**src/rtl/core/ial_pkg.sv**
```systemverilog
// ----------------------------------------------------------------------------
// ial_pkg: shared types and constants of the indexed array list
// Widths, request codes, transfer payloads and the command/status structs
// that join the controller and the datapath.
// ----------------------------------------------------------------------------
package ial_pkg;

  localparam int unsigned DEPTH_DEF = 64;
  localparam int unsigned CNT_W     = 7;
  localparam int unsigned IDX_W     = 6;
  localparam int unsigned TYPE_W    = 2;
  localparam int unsigned DATA_W    = 32;
  localparam int unsigned PADDR_W   = 3;
  localparam int unsigned PDATA_W   = 32;

  localparam logic [PADDR_W-3:0] REG_CAPACITY = '0;
  localparam logic [CNT_W-1:0]   CAPACITY_RST = CNT_W'(64);

  localparam logic STATUS_OK     = 1'b0;
  localparam logic STATUS_REJECT = 1'b1;

  typedef enum logic [TYPE_W-1:0] {
    REQ_APPEND = 2'd0,
    REQ_INSERT = 2'd1,
    REQ_DELETE = 2'd2,
    REQ_READ   = 2'd3
  } req_type_e;

  typedef struct packed {
    logic [TYPE_W-1:0]        req_type;
    logic [IDX_W-1:0]         index;
    logic signed [DATA_W-1:0] value;
  } req_t;

  typedef struct packed {
    logic                     status;
    logic [CNT_W-1:0]         count;
    logic signed [DATA_W-1:0] read_value;
  } rsp_t;

  typedef struct packed {
    logic req_load;
    logic ok_load;
    logic ptr_load;
    logic ptr_step;
    logic mem_rd;
    logic mem_shift_wr;
    logic mem_val_wr;
    logic cnt_inc;
    logic cnt_dec;
    logic rsp_load;
  } dp_cmd_t;

  typedef struct packed {
    req_type_e kind;
    logic      ok;
    logic      shift_done;
  } dp_sts_t;

endpackage

```
**src/rtl/core/ial_regs.sv**
```systemverilog
// ----------------------------------------------------------------------------
// ial_regs: configuration register file
// APB-style access to the capacity register; writes complete in the access
// phase, pready is tied high.
// ----------------------------------------------------------------------------
module ial_regs (
  input  logic                        clk_i,
  input  logic                        rst_ni,
  input  logic                        psel,
  input  logic                        penable,
  input  logic                        pwrite,
  input  logic [ial_pkg::PADDR_W-1:0] paddr,
  input  logic [ial_pkg::PDATA_W-1:0] pwdata,
  output logic [ial_pkg::PDATA_W-1:0] prdata,
  output logic                        pready,
  output logic [ial_pkg::CNT_W-1:0]   capacity_o
);
  import ial_pkg::*;

  logic [CNT_W-1:0] capacity_q;
  logic             hit_cap;

  assign hit_cap    = (paddr[PADDR_W-1:2] == REG_CAPACITY);
  assign pready     = 1'b1;
  assign capacity_o = capacity_q;
  assign prdata     = hit_cap ? PDATA_W'(capacity_q) : '0;

  always_ff @(posedge clk_i or negedge rst_ni) begin
    if (!rst_ni) begin
      capacity_q <= CAPACITY_RST;
    end else if (psel && penable && pwrite && pready && hit_cap) begin
      capacity_q <= pwdata[CNT_W-1:0];
    end
  end

endmodule

```
**config.mk**
```make
export PLATFORM = sky130hd
export DESIGN_NAME = ial_regs
export DESIGN_NICKNAME = d
export VERILOG_FILES = /design/src/rtl/core/ial_pkg.sv /design/src/rtl/core/ial_regs.sv
export SDC_FILE = /design/constraint.sdc
export NUM_CORES = 1
export LEC_CHECK = 0
export ABC_CLOCK_PERIOD_IN_PS = 1200
export BUFFER_PORTS_ARGS = -buffer_cell sky130_fd_sc_hd__clkbuf_2
export CAP_MARGIN = 20
export CORE_MARGIN = 1
export CORE_UTILIZATION = 30
export CTS_BUF_LIST = sky130_fd_sc_hd__clkbuf_8
export CTS_CLUSTER_SIZE = 14
export DETAILED_ROUTE_END_ITERATION = 6
export HOLD_SLACK_MARGIN = 0.1
export MAX_ROUTING_LAYER = met4
export PLACE_DENSITY_LB_ADDON = 0.08
export SETUP_SLACK_MARGIN = 0.02
export SYNTH_ARGS = -nofsm -noshare
export SYNTH_HDL_FRONTEND = slang
export SYNTH_SLANG_ARGS = --single-unit
```
**constraint.sdc**
```tcl
create_clock -name clk_i -period 1.2 [get_ports clk_i]
set_clock_uncertainty 0.15 [all_clocks]
set_input_delay 0.36 -clock clk_i [delete_from_list [all_inputs] [get_ports clk_i]]
set_output_delay 0.36 -clock clk_i [all_outputs]
set_load 0.02 [all_outputs]
```
==> results of run 1 <==
-- power groups by stage --
stage / Combinational, mW / Clock [mW] / Sequential, mW
4_1_cts: 0.587 / 0.340 / 0.336
3_3_place_gp: 0.452 / 0 / 0.329
6_report: 0.666 / 0.325 / 0.336
2_1_floorplan: 0.260 / 0 / 0.404
3_5_place_dp: 0.450 / 0 / 0.331
5_1_grt: 0.705 / 0.357 / 0.345
-- layout by cell type, fill, tap and decap left out --
cell           Yosys  routed
buf_6              0      12
dlygate4sd3_1      0       1
clkbuf_8           0       3
nand4b_4           1       1
conb_1             2      26
buf_8              0       8
inv_1              0       1
mux2_2             7       7
dfstp_2            1       1
and2b_2            7       7
clkbuf_2           0      12
dfrtp_2            0       6
buf_4             26       1
-- logic make-up after synthesis --
| family | synth area share (%) |
|---|---|
| buffers and inverters | 35.9 |
| AND/OR/NAND/NOR | 15.7 |
| multiplexers | 14.5 |
| flip-flops | 32.5 |
| other | 1.38 |
-- routing by layer --
layer | share of wire (%) | up-vias | track usage, %
li1 | - | 177 | -
met1 | 41 | 176 | 14.7
met2 | 48 | 32 | 15.6
met3 | 9.6 | 2 | 3.67
met4 | 1.6 | 0 | 7.27
met5 | 0 | - | -
-- area by class of cell --
| cell class | instances | area (sq um) | area share [%] |
|---|---|---|---|
| repair buffers | 34 | 333 | 38.9 |
| multi-input cells | 41 | 262 | 30.6 |
| flip-flops and latches | 7 | 184 | 21.5 |
| clock buffers | 3 | 41.3 | 4.83 |
| well taps | 25 | 31.3 | 3.66 |
| clock inverters | 1 | 3.75 | 0.439 |
-- critical path: stages, from the launching register on --
cell	delay (ns)
dfstp_2	0.53
and2b_2	0.17
buf_8	0.11
-- timing repair --
action,in CTS,in global routing
hold buffers,1,0
gates cloned,0,0
gates resized for setup,19,26
buffers inserted,1,0
endpoints found under the setup margin,14,14
endpoints found under the hold margin,7,0
-- worst min-delay path by stage --
stage / endpoint / slack [ns] / cells past startpoint
floorplan: capacity_o[0] / -0.09 / 0
global placement: capacity_o[4] / 0.06 / 1
detailed placement: capacity_o[4] / 0.07 / 1
CTS: capacity_o[5] / 0.21 / 2
global route: capacity_o[4] / 0.21 / 2
finish: capacity_o[5] / 0.21 / 2
==> results.txt, run 1 <==
outcome: finished, violations left
violated checks: negative setup slack
synth top area cells: buf_4 (36%), dfrtp_1 (28%), mux2_2 (15%)
Sequential Power Share: 25.3%
Comb pwr share: 50.2%
fraction of layout cells with a size suffix above 1: 67.4%
Clock Power Share: 24.5%
Die Footprint: 1980 sq um
maximum vdd drop: 690 uV
Reg-to-Reg End: capacity_o[2]
placed cell area: 652 sq um
FF-to-FF path depth: 2
Yosys warning count: 0
CP Launch Type: flop
Max clock buf depth: 2
CTS sink count: 7
Final setup viols: 14
diodes inserted: 0
Unique masters post-synth: 7
Required @ worst endpoint: 0.69 ns
most frequent cell after synthesis: buf_4
total negative slack: -3.16 ns
period utilisation layout: 129%
final hold slack: 0.214 ns
sw frac: 33.0%
fmax: 648 MHz
critical path fanouts, max: 3
Max-Cap Viols: 0
PortBufs: 26
Synth Register Bits: 7
Avg WL per Cell: 8.88 um
DIE WIDTH: 44.5 um
Mapped Cells: 50
Final min period: 1.54 ns
Largest register FFs: 7
Final nets: 127
hold path startpoint: pwdata[5]
first-pass GRT wire length: 1510 um
Setup crit end: prdata[6]
clk_lat worst skew: 0.23 ns
Core ar.: 1710 sq um
top_reg_cell synth: dfrtp_1
final-report hold violation count: 0
largest net degree at the start of global routing: 9
total power: 1.33 mW
fillers: 170
Net Sw Power: 0.438 mW
Starting Density: 31.8%
# DRC: 0
final core utilization: 50.0%
final cell count without fillers: 111
leak pwr: 0.461 nW
EDFF count, synth: 0
synthesized area per cell: 10.9 sq um
Int Power: 0.890 mW
critical path data arrival time: 1.03 ns
initial antenna violation count: 0
DR iter-0 viols: 1
drt via density: 3.49
Final ANT Viol Nets: 0
fin worst setup slack: -0.344 ns
number of CTS-inserted buffers: 3
Hold WC Path Type: primary input to flop
post-synthesis sequential area ratio: 32.5%
dpl cells: 105
reg2reg start: capacity_o[2]
CP Capture Type: output port
post-synth top area cell: buf_4
I/O pin cnt: 80
post-route cell area: 855 sq um
Setup Slack @ Placement: -0.218 ns
CTS tree: built
worst setup path start: capacity_o[6]
Power Dens Cells: 1550 nW/um^2
classification of the worst setup path: flop to output port
Syn Std Cell Area: 543 sq um
top cell type's share of synthesized area: 35.9%
Root Driver: clkbuf_8
async set-reset flop share out of synthesis: 100%
Reg clk slew, reported paths: 0.04 ns
hpwl dp: 677 um
Die Y: 44.5 um
GRT overflow: 0
max-slew violation total from the final report: 0
reg2reg setup slack: 0.15 ns
Site Rows: 15
DR pass1 iterations: 2
all-layer global routing usage: 11.6%
synth cell count leaders: buf_4 (26), and2b_2 (7), mux2_2 (7)
RSZ-0062 raised after global routing: true
via count: 387
Area Growth Syn to Fin: 57.4%
total number of H-tree levels: 1
Placer Congestion: 0.579
total wire length: 986 um
vias in the first global route: 345
Power figures use the tool's default switching activity.
==> inputs of run 2 (changes only) <==
ABC_CLOCK_PERIOD_IN_PS = 1600   (was 1200)
clock period = 1.6 ns   (was 1.2 ns; I/O delays follow)
==> results.txt, run 2 (synthesized netlist as in run 1, its figures left out) <==
GRT overflow: 0 (unchanged)
hpwl dp: 627 um (-7.5%)
reg2reg start: capacity_o[1]
CP Capture Type: output port
Final setup viols: 7 (-7)
Core ar.: 1710 sq um (unchanged)
total wire length: 776 um (-21%)
FF-to-FF path depth: 1 (-1)
fraction of layout cells with a size suffix above 1: 57.0% (-10 points)
max-slew violation total from the final report: 0 (unchanged)
I/O pin cnt: 80 (unchanged)
total negative slack: -0.193 ns (+2.97 ns)
Max-Cap Viols: 0 (unchanged)
Die Footprint: 1980 sq um (unchanged)
clk_lat worst skew: 0.22 ns (about the same)
first-pass GRT wire length: 1140 um (-25%)
number of CTS-inserted buffers: 3 (unchanged)
initial antenna violation count: 0 (unchanged)
Required @ worst endpoint: 0.97 ns (+0.28 ns)
PortBufs: 26 (unchanged)
Final nets: 120 (-5.5%)
Hold EP: capacity_o[0]
hold path startpoint: pwdata[0]
Reg-to-Reg End: capacity_o[1]
outcome: finished, violations left
maximum vdd drop: 595 uV (-14%)
critical path data arrival time: 1.01 ns (-0.02 ns)
leak pwr: 0.395 nW (-14%)
# DRC: 0 (unchanged)
Placer Congestion: 0.582 (+0.52%)
total number of H-tree levels: 1 (unchanged)
period utilisation layout: 102%
Avg WL per Cell: 7.46 um (-16%)
all-layer global routing usage: 8.89% (-2.7 points)
Die Y: 44.5 um (unchanged)
diodes inserted: 0 (unchanged)
Hold WC Path Type: primary input to flop
CTS sink count: 7 (unchanged)
CTS tree: built
CP Launch Type: flop
DR pass1 iterations: 6 (+4)
Site Rows: 15 (unchanged)
largest net degree at the start of global routing: 9 (unchanged)
post-CTS setup buffer count: 0 (-1)
drt via density: 3.33 (-4.6%)
reg2reg setup slack: 0.69 ns (+0.54 ns)
DIE WIDTH: 44.5 um (unchanged)
DR iter-0 viols: 3 (+2)
final cell count without fillers: 104 (-6.3%)
fmax: 611 MHz
fin worst setup slack: -0.0361 ns (+0.308 ns)
violated checks: negative setup slack
RSZ-0062 raised after global routing: true
Hold Crit Depth: 2 (unchanged)
worst setup path start: capacity_o[6]
critical path fanouts, max: 3 (unchanged)
Final ANT Viol Nets: 0 (unchanged)
Power Dens Cells: 1160 nW/um^2 (-25%)
leading cell type in the layout, fill and taps excluded: conb_1
most frequent cells in the layout: conb_1 (26), clkbuf_2 (23), and2b_2 (7), mux2_2 (7), dfrtp_1 (6)
final-report hold violation count: 0 (unchanged)
Area Growth Syn to Fin: 22.8%
vias in the first global route: 268 (-22%)
classification of the worst setup path: flop to output port
Largest register FFs: 7 (unchanged)
Reg clk slew, reported paths: 0.04 ns (about the same)
Starting Density: 31.8% (unchanged)
Max clock buf depth: 2 (unchanged)
via count: 346 (-11%)
dpl cells: 99 (-5.7%)
Final min period: 1.64 ns
Root Driver: clkbuf_8
## run 2: cell count changes in the layout (fill, tap and decap cells not counted), sizes merged
cell,previous run,this run
clkbuf,15,27
buf,21,2
## run 2: metrics by stage
| stage | worst slack [ns] | utilization (%) | cell area [sq um] | power (mW) | hold WS [ns] |
|---|---|---|---|---|---|
| floorplan | 0.186 | - | 633 | 0.491 | 0.0344 |
| global placement | -0.0751 | 35.1 | 599 | 0.531 | 0.182 |
| detailed placement | -0.0695 | 35.1 | 599 | 0.532 | 0.180 |
| CTS | -0.0620 | 39.0 | 666 | 0.784 | 0.335 |
| global route | -0.0636 | 39.0 | 667 | 0.821 | 0.343 |
| finish | -0.0361 | 39.0 | 667 | 0.774 | 0.338 |
## run 2: where the power goes
group | switching [mW] | leakage, nW | internal, mW | total [mW]
combinational | 0.183 | 0.285 | 0.108 | 0.291
sequential | 0.0247 | 0.0825 | 0.221 | 0.246
clock | 0.0714 | 0.0269 | 0.165 | 0.237
## run 2: worst max path at each step
stage	end	slack, ns	cells past startpoint
detailed placement	prdata[0]	-0.07	3
global route	prdata[6]	-0.06	2
CTS	prdata[6]	-0.06	2
floorplan	prdata[6]	0.19	1
global placement	prdata[1]	-0.08	3
finish	prdata[6]	-0.04	2
## run 2: layout make-up
cell class / instances / area, sq um
well taps: 25 / 31.3
multi-input cells: 41 / 262
flip-flops and latches: 7 / 176
fillers: 178 / 1040
repair buffers: 27 / 153
clock inverters: 1 / 3.75
clock buffers: 3 / 41.3
## run 2: what timing repair did
action	4_1_cts	5_1_grt
hold endpoints to repair	6	0
resized for setup	3	2
setup endpoints to repair	7	7
hold buffers	1	0
## run 2: layer usage
metal | vias up | track usage (%) | share of wire (%)
li1 | 164 | - | -
met1 | 155 | 9.57 | 44
met2 | 27 | 12.6 | 47
met3 | 0 | 3.67 | 9.5
met4 | 0 | 7.27 | 0
met5 | - | - | 0
## run 2: critical path: stages, from the launching register on
cell	delay [ns]
dfstp_2	0.53
and2b_2	0.15
buf_8	0.10
