File: src/rtl/core/ial_pkg.sv
// ----------------------------------------------------------------------------
// ial_pkg: shared types and constants of the indexed array list
// Widths, request codes, transfer payloads and the command/status structs
// that join the controller and the datapath.
// ----------------------------------------------------------------------------
package ial_pkg;

  localparam int unsigned DEPTH_DEF = 64;
  localparam int unsigned CNT_W     = 7;
  localparam int unsigned IDX_W     = 6;
  localparam int unsigned TYPE_W    = 2;
  localparam int unsigned DATA_W    = 32;
  localparam int unsigned PADDR_W   = 3;
  localparam int unsigned PDATA_W   = 32;

  localparam logic [PADDR_W-3:0] REG_CAPACITY = '0;
  localparam logic [CNT_W-1:0]   CAPACITY_RST = CNT_W'(64);

  localparam logic STATUS_OK     = 1'b0;
  localparam logic STATUS_REJECT = 1'b1;

  typedef enum logic [TYPE_W-1:0] {
    REQ_APPEND = 2'd0,
    REQ_INSERT = 2'd1,
    REQ_DELETE = 2'd2,
    REQ_READ   = 2'd3
  } req_type_e;

  typedef struct packed {
    logic [TYPE_W-1:0]        req_type;
    logic [IDX_W-1:0]         index;
    logic signed [DATA_W-1:0] value;
  } req_t;

  typedef struct packed {
    logic                     status;
    logic [CNT_W-1:0]         count;
    logic signed [DATA_W-1:0] read_value;
  } rsp_t;

  typedef struct packed {
    logic req_load;
    logic ok_load;
    logic ptr_load;
    logic ptr_step;
    logic mem_rd;
    logic mem_shift_wr;
    logic mem_val_wr;
    logic cnt_inc;
    logic cnt_dec;
    logic rsp_load;
  } dp_cmd_t;

  typedef struct packed {
    req_type_e kind;
    logic      ok;
    logic      shift_done;
  } dp_sts_t;

endpackage

File: src/rtl/core/ial_ctrl.sv
// ----------------------------------------------------------------------------
// ial_ctrl: list controller
// Sequences each request: check, entry shift one move at a time, value
// write, count update and result hand-off.
// ----------------------------------------------------------------------------
module ial_ctrl (
  input  logic              clk_i,
  input  logic              rst_ni,
  input  logic              in_valid_i,
  output logic              in_ready_o,
  output logic              out_valid_o,
  input  logic              out_ready_i,
  input  ial_pkg::dp_sts_t  sts_i,
  output ial_pkg::dp_cmd_t  cmd_o
);
  import ial_pkg::*;

  typedef enum logic [2:0] {
    ST_IDLE,
    ST_EXEC,
    ST_SHIFT_CHK,
    ST_SHIFT_WR,
    ST_FINISH
  } state_e;

  state_e state_q, state_d;
  logic   out_valid_q, out_valid_d;
  logic   slot_free;

  assign slot_free   = !out_valid_q || out_ready_i;
  assign in_ready_o  = (state_q == ST_IDLE);
  assign out_valid_o = out_valid_q;

  always_comb begin
    cmd_o   = '0;
    state_d = state_q;
    case (state_q)
      ST_IDLE: begin
        if (in_valid_i) begin
          cmd_o.req_load = 1'b1;
          state_d        = ST_EXEC;
        end
      end
      ST_EXEC: begin
        cmd_o.ok_load  = 1'b1;
        cmd_o.ptr_load = 1'b1;
        state_d        = ST_FINISH;
        if (sts_i.ok) begin
          case (sts_i.kind)
            REQ_APPEND: begin
              cmd_o.mem_val_wr = 1'b1;
              cmd_o.cnt_inc    = 1'b1;
            end
            REQ_READ: begin
              cmd_o.mem_rd = 1'b1;
            end
            default: begin
              state_d = ST_SHIFT_CHK;
            end
          endcase
        end
      end
      ST_SHIFT_CHK: begin
        if (sts_i.shift_done) begin
          if (sts_i.kind == REQ_INSERT) begin
            cmd_o.mem_val_wr = 1'b1;
            cmd_o.cnt_inc    = 1'b1;
          end else begin
            cmd_o.cnt_dec = 1'b1;
          end
          state_d = ST_FINISH;
        end else begin
          cmd_o.mem_rd = 1'b1;
          state_d      = ST_SHIFT_WR;
        end
      end
      ST_SHIFT_WR: begin
        cmd_o.mem_shift_wr = 1'b1;
        cmd_o.ptr_step     = 1'b1;
        state_d            = ST_SHIFT_CHK;
      end
      ST_FINISH: begin
        if (slot_free) begin
          cmd_o.rsp_load = 1'b1;
          state_d        = ST_IDLE;
        end
      end
      default: begin
        state_d = ST_IDLE;
      end
    endcase
  end

  always_comb begin
    if (cmd_o.rsp_load) begin
      out_valid_d = 1'b1;
    end else if (out_ready_i) begin
      out_valid_d = 1'b0;
    end else begin
      out_valid_d = out_valid_q;
    end
  end

  always_ff @(posedge clk_i or negedge rst_ni) begin
    if (!rst_ni) begin
      state_q     <= ST_IDLE;
      out_valid_q <= 1'b0;
    end else begin
      state_q     <= state_d;
      out_valid_q <= out_valid_d;
    end
  end

endmodule

File: config.mk
export PLATFORM = sky130hd
export DESIGN_NAME = ial_ctrl
export DESIGN_NICKNAME = d
export VERILOG_FILES = /design/src/rtl/core/ial_pkg.sv /design/src/rtl/core/ial_ctrl.sv
export SDC_FILE = /design/constraint.sdc
export NUM_CORES = 1
export LEC_CHECK = 0
export BUFFER_PORTS_ARGS = -buffer_cell sky130_fd_sc_hd__buf_4
export CAP_MARGIN = 20
export CORE_AREA = 2 2 39 41
export DETAILED_ROUTE_END_ITERATION = 10
export DIE_AREA = 0 0 41 43
export PLACE_DENSITY = 0.54
export SLEW_MARGIN = 20
export SYNTH_ARGS = -nofsm -noshare
export SYNTH_HDL_FRONTEND = slang
export SYNTH_SLANG_ARGS = --single-unit
File: constraint.sdc
create_clock -name clk_i -period 3.1 [get_ports clk_i]
set_input_delay 0.31 -clock clk_i [delete_from_list [all_inputs] [get_ports clk_i]]
set_output_delay 0.31 -clock clk_i [all_outputs]
set_load 0.02 [all_outputs]
==> metrics.csv, run 1 <==
stage,metric,value,unit
global_routing,grt_pass1_vias,311,
clock_network,clkLatencyLatePin,230,ps
setup_path,critPathCaptureType,primary output,
placement,dp_slack,1640,ps
yosys,syn_area,384,µm²
cells_and_area,utilization,0.380,
yosys,yosysTopAreaCell,dfrtp_1,
cells_and_area,fin_area,526,µm²
global_routing,grt-ovfl-total,0,
cells_and_area,syn_to_final_growth,36.8,%
floorplanning,die_h,43,µm
yosys,yosysSeqAreaShare,0.261,
clock_network,cts_buffers,3,
floorplanning,start_util,0.278,
power_and_ir_drop,vdd_drop_max,0.352,mV
sta,rsz0062_at_grt,no,
route,postRouteAntennaNets,0,
clock_network,clock-root-buffer,clkbuf_4,
sta,setup_viol,0,
clock_network,cts.clk_slew.worst_paths,40,ps
yosys,syn_nets,55,
yosys,ys_top_cells_by_count,"buf_4, dfrtp_1, nand2_1",
floorplanning,rows,14,
yosys,yosys_warnings,0,
placement,hpwl,575,µm
sta,hold_violations,0,
flow_run,max_cap_viol_count,0,
yosys,synth_edf_count,0,
yosys,avgSynthCellArea,8.73,µm²
clock_network,clk_path_buf_depth,2,
sta,clock.fmax,585,MHz
cells_and_area,nNetsFinal,73,
setup_path,startpoint_type,register,
cells_and_area,fillers,148,
global_routing,busiest_layer,met2,
yosys,synth_cell_type_count,23,
setup_path,reg2reg_slack,2020,ps
setup_path,cp_slowest_cell,dfrtp_1,
power_and_ir_drop,power,0.438,mW
clock_network,cts_num_sinks,4,
route,vias,339,
route,drt-total-wl,759,µm
clock_network,cts_max_level,1,
yosys,synth.most_common_cell,buf_4,
setup_path,cp_data_arrival_time,1400,ps
power_and_ir_drop,p_per_area,833,mW/mm²
sta,timing.final.ws_setup,1390,ps
yosys,synth.area.top_cells,"dfrtp_1, buf_4, ha_1, nand2b_4, nand2b_1",
clock_network,cts_setup_buffers,0,
power_and_ir_drop,p_leak,0.270,nW
setup_path,crit_type,register to primary output,
cells_and_area,drive_above_1_share,0.433,
placement,portBuffers,19,
global_routing,grt_util_met3,0.0628,
sta,min_period,1710,ps
setup_path,critPathTopFamily,flip-flops,
floorplanning,dieArea,0.00176,mm²
sta,worst_pin_slew,377,ps
setup_path,critPathBufInv,1,
clock_network,ctsResizeCount,0,
yosys,syn_inst,44,
sta,maxSlewViolCount,0,
cells_and_area,multi_input_area,223,µm²
cells_and_area,antenna_cells,0,
sta,slew_headroom,0.748,
floorplanning,coreArea,0.00138,mm²
setup_path,cp_data_required_time,2790,ps
route,post_drt_wl_per_cell,9.99,µm
global_routing,grt_max_degree,13,
outcome,status,"complete, no violations",
global_routing,antenna_found_initial,0,
yosys,ys.flop_type,dfrtp_1,
sta,skew,0.0426,ps
route,drc,0,
placement,placed_cell_area,493,µm²
global_routing,grtUsageMet1,0.119,
setup_path,crit_fanout,10,
cells_and_area,seqCellArea,100,µm²
route,drt_first_pass_iters,1,
floorplanning,die_width,41,µm
worst_hold_path,hold_path_class,primary input to register,
sta,fin_tns_setup,0,ps
clock_network,tritoncts,yes,
setup_path,max_stage_delay,490,ps
route,drt_iter0_drc,0,
setup_path,path_cells,and3b_1 -> nand2_1 -> a21oi_1 -> buf_4,
yosys,async_reset_ff_frac,1.00,
global_routing,grtUsageTotal,0.100,
yosys,synth_top_area_frac,0.261,
yosys,synth_seq_cells,4,
global_routing,grt_pass1_wl,1.16,mm
floorplanning,ioPinCount,20,
sta,fin_crit_sh,0.552,
placement,gp_congestion,0.674,
route,vias_per_cell,4.46,
global_routing,met2_usage,0.131,
-- metrics by stage --
step	hold WS, ps	std cells
after floorplan	14.4	44
after global placement	108	72
after detailed placement	107	72
after CTS	356	76
after global routing	368	76
final	358	76
-- power breakdown --
part           switching [mW]  internal [mW]  leakage, nW
Clock                  0.0217         0.0433       0.0138
Combinational           0.125          0.122        0.203
Sequential             0.0504         0.0748       0.0524
-- state kept, by name, summed over array words and instances (netlist names) --
| signal | count |
|---|---|
| state_q | 3 |
| out_valid_o | 1 |
-- cell families after synthesis --
logic type / Yosys count / synth area share
buffers and inverters: 9 / 0.160
flip-flops: 4 / 0.261
AND/OR/NAND/NOR: 21 / 0.365
AO/OA/AOI/OAI: 7 / 0.117
adder cells (fa/ha/maj): 3 / 0.0977
-- layer usage --
layer / up-vias / part of all wire
met5: - / 0
met4: 0 / 0.016
met3: 2 / 0.078
met2: 14 / 0.47
met1: 147 / 0.44
li1: 176 / -
-- what timing repair did --
item | 4_1_cts | 5_1_grt
hold endpoints to repair | 4 | 0
hold buffers | 1 | 0
endpoints found under the setup margin | 0 | 0
-- path summary, 6_finish.rpt --
check	from	end	cells past startpoint
worst max register to register	state_q[2]$_DFFE_PN0P_	state_q[2]$_DFFE_PN0P_	3
min in group asynchronous	rst_ni	out_valid_o$_DFFE_PN0P_	2
worst min-delay path	in_valid_i	state_q[0]$_DFFE_PN0P_	3
max in group asynchronous	rst_ni	state_q[1]$_DFFE_PN0P_	2
worst max-delay path	state_q[1]$_DFFE_PN0P_	cmd_o[2]	4
worst min register to register	state_q[0]$_DFFE_PN0P_	state_q[0]$_DFFE_PN0P_	1
-- worst register-to-register path, cell delays in order, from the launching register on --
cell       delay [ps]
dfrtp_1           560
nor2b_1           220
a2bb2oi_1          70
o21ai_0           150
-- cell usage in the layout, fill, tap and decap left out --
cell and count:
buf_4 19, nand2_1 4, dfrtp_1 4, nand2b_1 3, ha_1 3, clkbuf_4 3, inv_1 2, nor2_1 2
nor3_1 2, nand2b_4 2, a21oi_1 2, nor2b_1 2, o21ai_0 2, nor3b_2 1, and3b_1 1, or2_0 1
a21oi_2 1, nand4b_1 1, nor4_1 1, a211oi_1 1, and2_1 1, a2bb2oi_1 1, dlygate4sd3_1 1
-- cell type report --
cell class | instances | area share
flip-flops and latches | 4 | 0.190
well taps | 16 | 0.0381
clock buffers | 3 | 0.0429
multi-input cells | 31 | 0.424
repair buffers | 20 | 0.290
inverters | 2 | 0.0143
(Power assumes the default switching activity.)
==> inputs of run 2 (changes only) <==
--- a/config.mk
+++ b/config.mk
@@ -10,7 +10,7 @@
 export CORE_AREA = 2 2 39 41
 export DETAILED_ROUTE_END_ITERATION = 10
 export DIE_AREA = 0 0 41 43
-export PLACE_DENSITY = 0.54
+export PLACE_DENSITY = 0.56
 export SLEW_MARGIN = 20
 export SYNTH_ARGS = -nofsm -noshare
 export SYNTH_HDL_FRONTEND = slang
==> constraint.sdc (replaced) <==
create_clock -name clk_i -period 1.4 [get_ports clk_i]
set_input_delay 0.14 -clock clk_i [delete_from_list [all_inputs] [get_ports clk_i]]
set_output_delay 0.14 -clock clk_i [all_outputs]
set_load 0.02 [all_outputs]
==> run 2 against run 1 <==
  * The run now ends with negative setup slack left
  * Flip-flop and latch count unchanged
  * Global-route usage increased by 1.2 points
  * Cell count grew 5.3%
  * Critical endpoint is now cmd_o[5]
==> metrics.csv, run 2 (same netlist as run 1, synthesis figures left out) <==
stage,metric,value,unit
cells_and_area,antenna_cells,0,
placement,dp_slack,118,ps
route,drt_first_pass_iters,4,
cells_and_area,drive_above_1_share,0.531,
route,vias_per_cell,4.50,
flow_run,max_cap_viol_count,0,
global_routing,grt_max_degree,13,
global_routing,grtUsageTotal,0.113,
sta,worst_pin_slew,232,ps
floorplanning,die_width,41,µm
placement,hpwl,577,µm
clock_network,clk_path_buf_depth,2,
setup_path,crit_type,register to primary output,
cells_and_area,syn_to_final_growth,46.6,%
floorplanning,coreArea,0.00138,mm²
global_routing,grt-ovfl-total,0,
global_routing,grt_pass1_vias,334,
placement,placed_cell_area,504,µm²
cells_and_area,regMostFlops,state_q,
cells_and_area,final_cell_mix,"buf_4, nand2_1",
power_and_ir_drop,vdd_drop_max,0.801,mV
route,drt_iter0_drc,7,
route,routed.top_layer,met4,
setup_path,cp_data_arrival_time,1300,ps
floorplanning,start_util,0.278,
cells_and_area,seqCellArea,104,µm²
route,wl_met1,358,µm
route,post_drt_wl_per_cell,10.0,µm
cells_and_area,layout_commonest_cell,buf_4,
placement,dp.cells,73,
power_and_ir_drop,p_leak,0.286,nW
power_and_ir_drop,p_per_area,1870,mW/mm²
sta,maxSlewViolCount,0,
setup_path,critPathCaptureType,primary output,
sta,min_period,1440,ps
route,met3_length,60,µm
cells_and_area,instances_no_fill,80,
route,drt-total-wl,800,µm
worst_hold_path,hold_path_class,primary input to register,
sta,slew_headroom,0.844,
sta,fin_tns_setup,-61.6,ps
floorplanning,rows,14,
placement,portBuffers,19,
global_routing,grt_pass1_wl,1.30,mm
placement,gp_congestion,0.686,
power_and_ir_drop,power,1.05,mW
route,wl_met2,368,µm
sta,setup_viol,3,
floorplanning,die_h,43,µm
cells_and_area,fillers,144,
route,vias,360,
floorplanning,dieArea,0.00176,mm²
cells_and_area,utilization,0.407,
clock_network,tritoncts,yes,
sta,skew,1.75,ps
cells_and_area,multi_input_area,226,µm²
route,postRouteAntennaNets,0,
sta,hold_violations,0,
sta,whs,178,ps
cells_and_area,nNetsFinal,77,
setup_path,cp_data_required_time,1260,ps
floorplanning,ioPinCount,20,
setup_path,crit_fanout,6,
sta,timing.final.ws_setup,-41.7,ps
sta,clock.fmax,694,MHz
global_routing,antenna_found_initial,0,
sta,fin_crit_sh,1.03,
cells_and_area,largest_reg_flops,3,
clock_network,cts_max_level,1,
outcome,status,"finished, violations left",
sta,rsz0062_at_grt,yes,
clock_network,cts_num_sinks,4,
clock_network,clkLatencyLatePin,240,ps
setup_path,startpoint_type,register,
cells_and_area,fin_area,563,µm²
outcome,violations,negative setup slack,
clock_network,cts_buffers,3,
clock_network,cts.clk_slew.worst_paths,40,ps
setup_path,reg2reg_slack,370,ps
route,drc,0,
clock_network,clock-root-buffer,clkbuf_4,
## run 2: cell count changes in the layout (fill, tap and decap cells not counted), sizes merged
| cell | previous run | this run |
|---|---|---|
| buf | 19 | 23 |
## run 2: cell type report
cell class,count,area share
Timing Repair Buffer,24,0.324
Clock buffer,3,0.0400
Inverter,2,0.0133
Multi-Input combinational cell,31,0.402
Tap cell,16,0.0356
Sequential cell,4,0.184
## run 2: repair_timing
item	CTS	global route
endpoints found under the hold margin	4	0
hold buffers	1	0
gates resized for setup	3	0
pin swaps	1	2
setup endpoints to repair	5	7
setup buffers	2	1
## run 2: path summary, 6_finish.rpt
check                                  startpoint                       to  cells after the start
min in group asynchronous                  rst_ni  out_valid_o$_DFFE_PN0P_                      2
hold reg to reg            state_q[0]$_DFFE_PN0P_   state_q[0]$_DFFE_PN0P_                      1
max in group asynchronous                  rst_ni   state_q[0]$_DFFE_PN0P_                      2
setup reg to reg           state_q[1]$_DFFE_PN0P_   state_q[0]$_DFFE_PN0P_                      3
setup / recovery           state_q[1]$_DFFE_PN0P_                 cmd_o[5]                      5
hold / removal                         in_valid_i   state_q[0]$_DFFE_PN0P_                      3
## run 2: critical path, stage by stage (launching register included)
cell,delay [ps]
dfrtp_2,400
buf_4,140
nand2b_4,50
or2_0,210
a21oi_2,120
buf_4,140
## run 2: report_power, final
group	switching, mW	leakage [nW]	internal [mW]	total (mW)
registers	0.0853	0.0482	0.174	0.259
clock network	0.0540	0.0138	0.0963	0.150
logic	0.317	0.224	0.324	0.642
## run 2: per-layer routing
metal	vias up	GRT usage
met5	-	0
met4	0	0.0600
met3	2	0.0628
met2	16	0.141
met1	159	0.149
li1	183	-
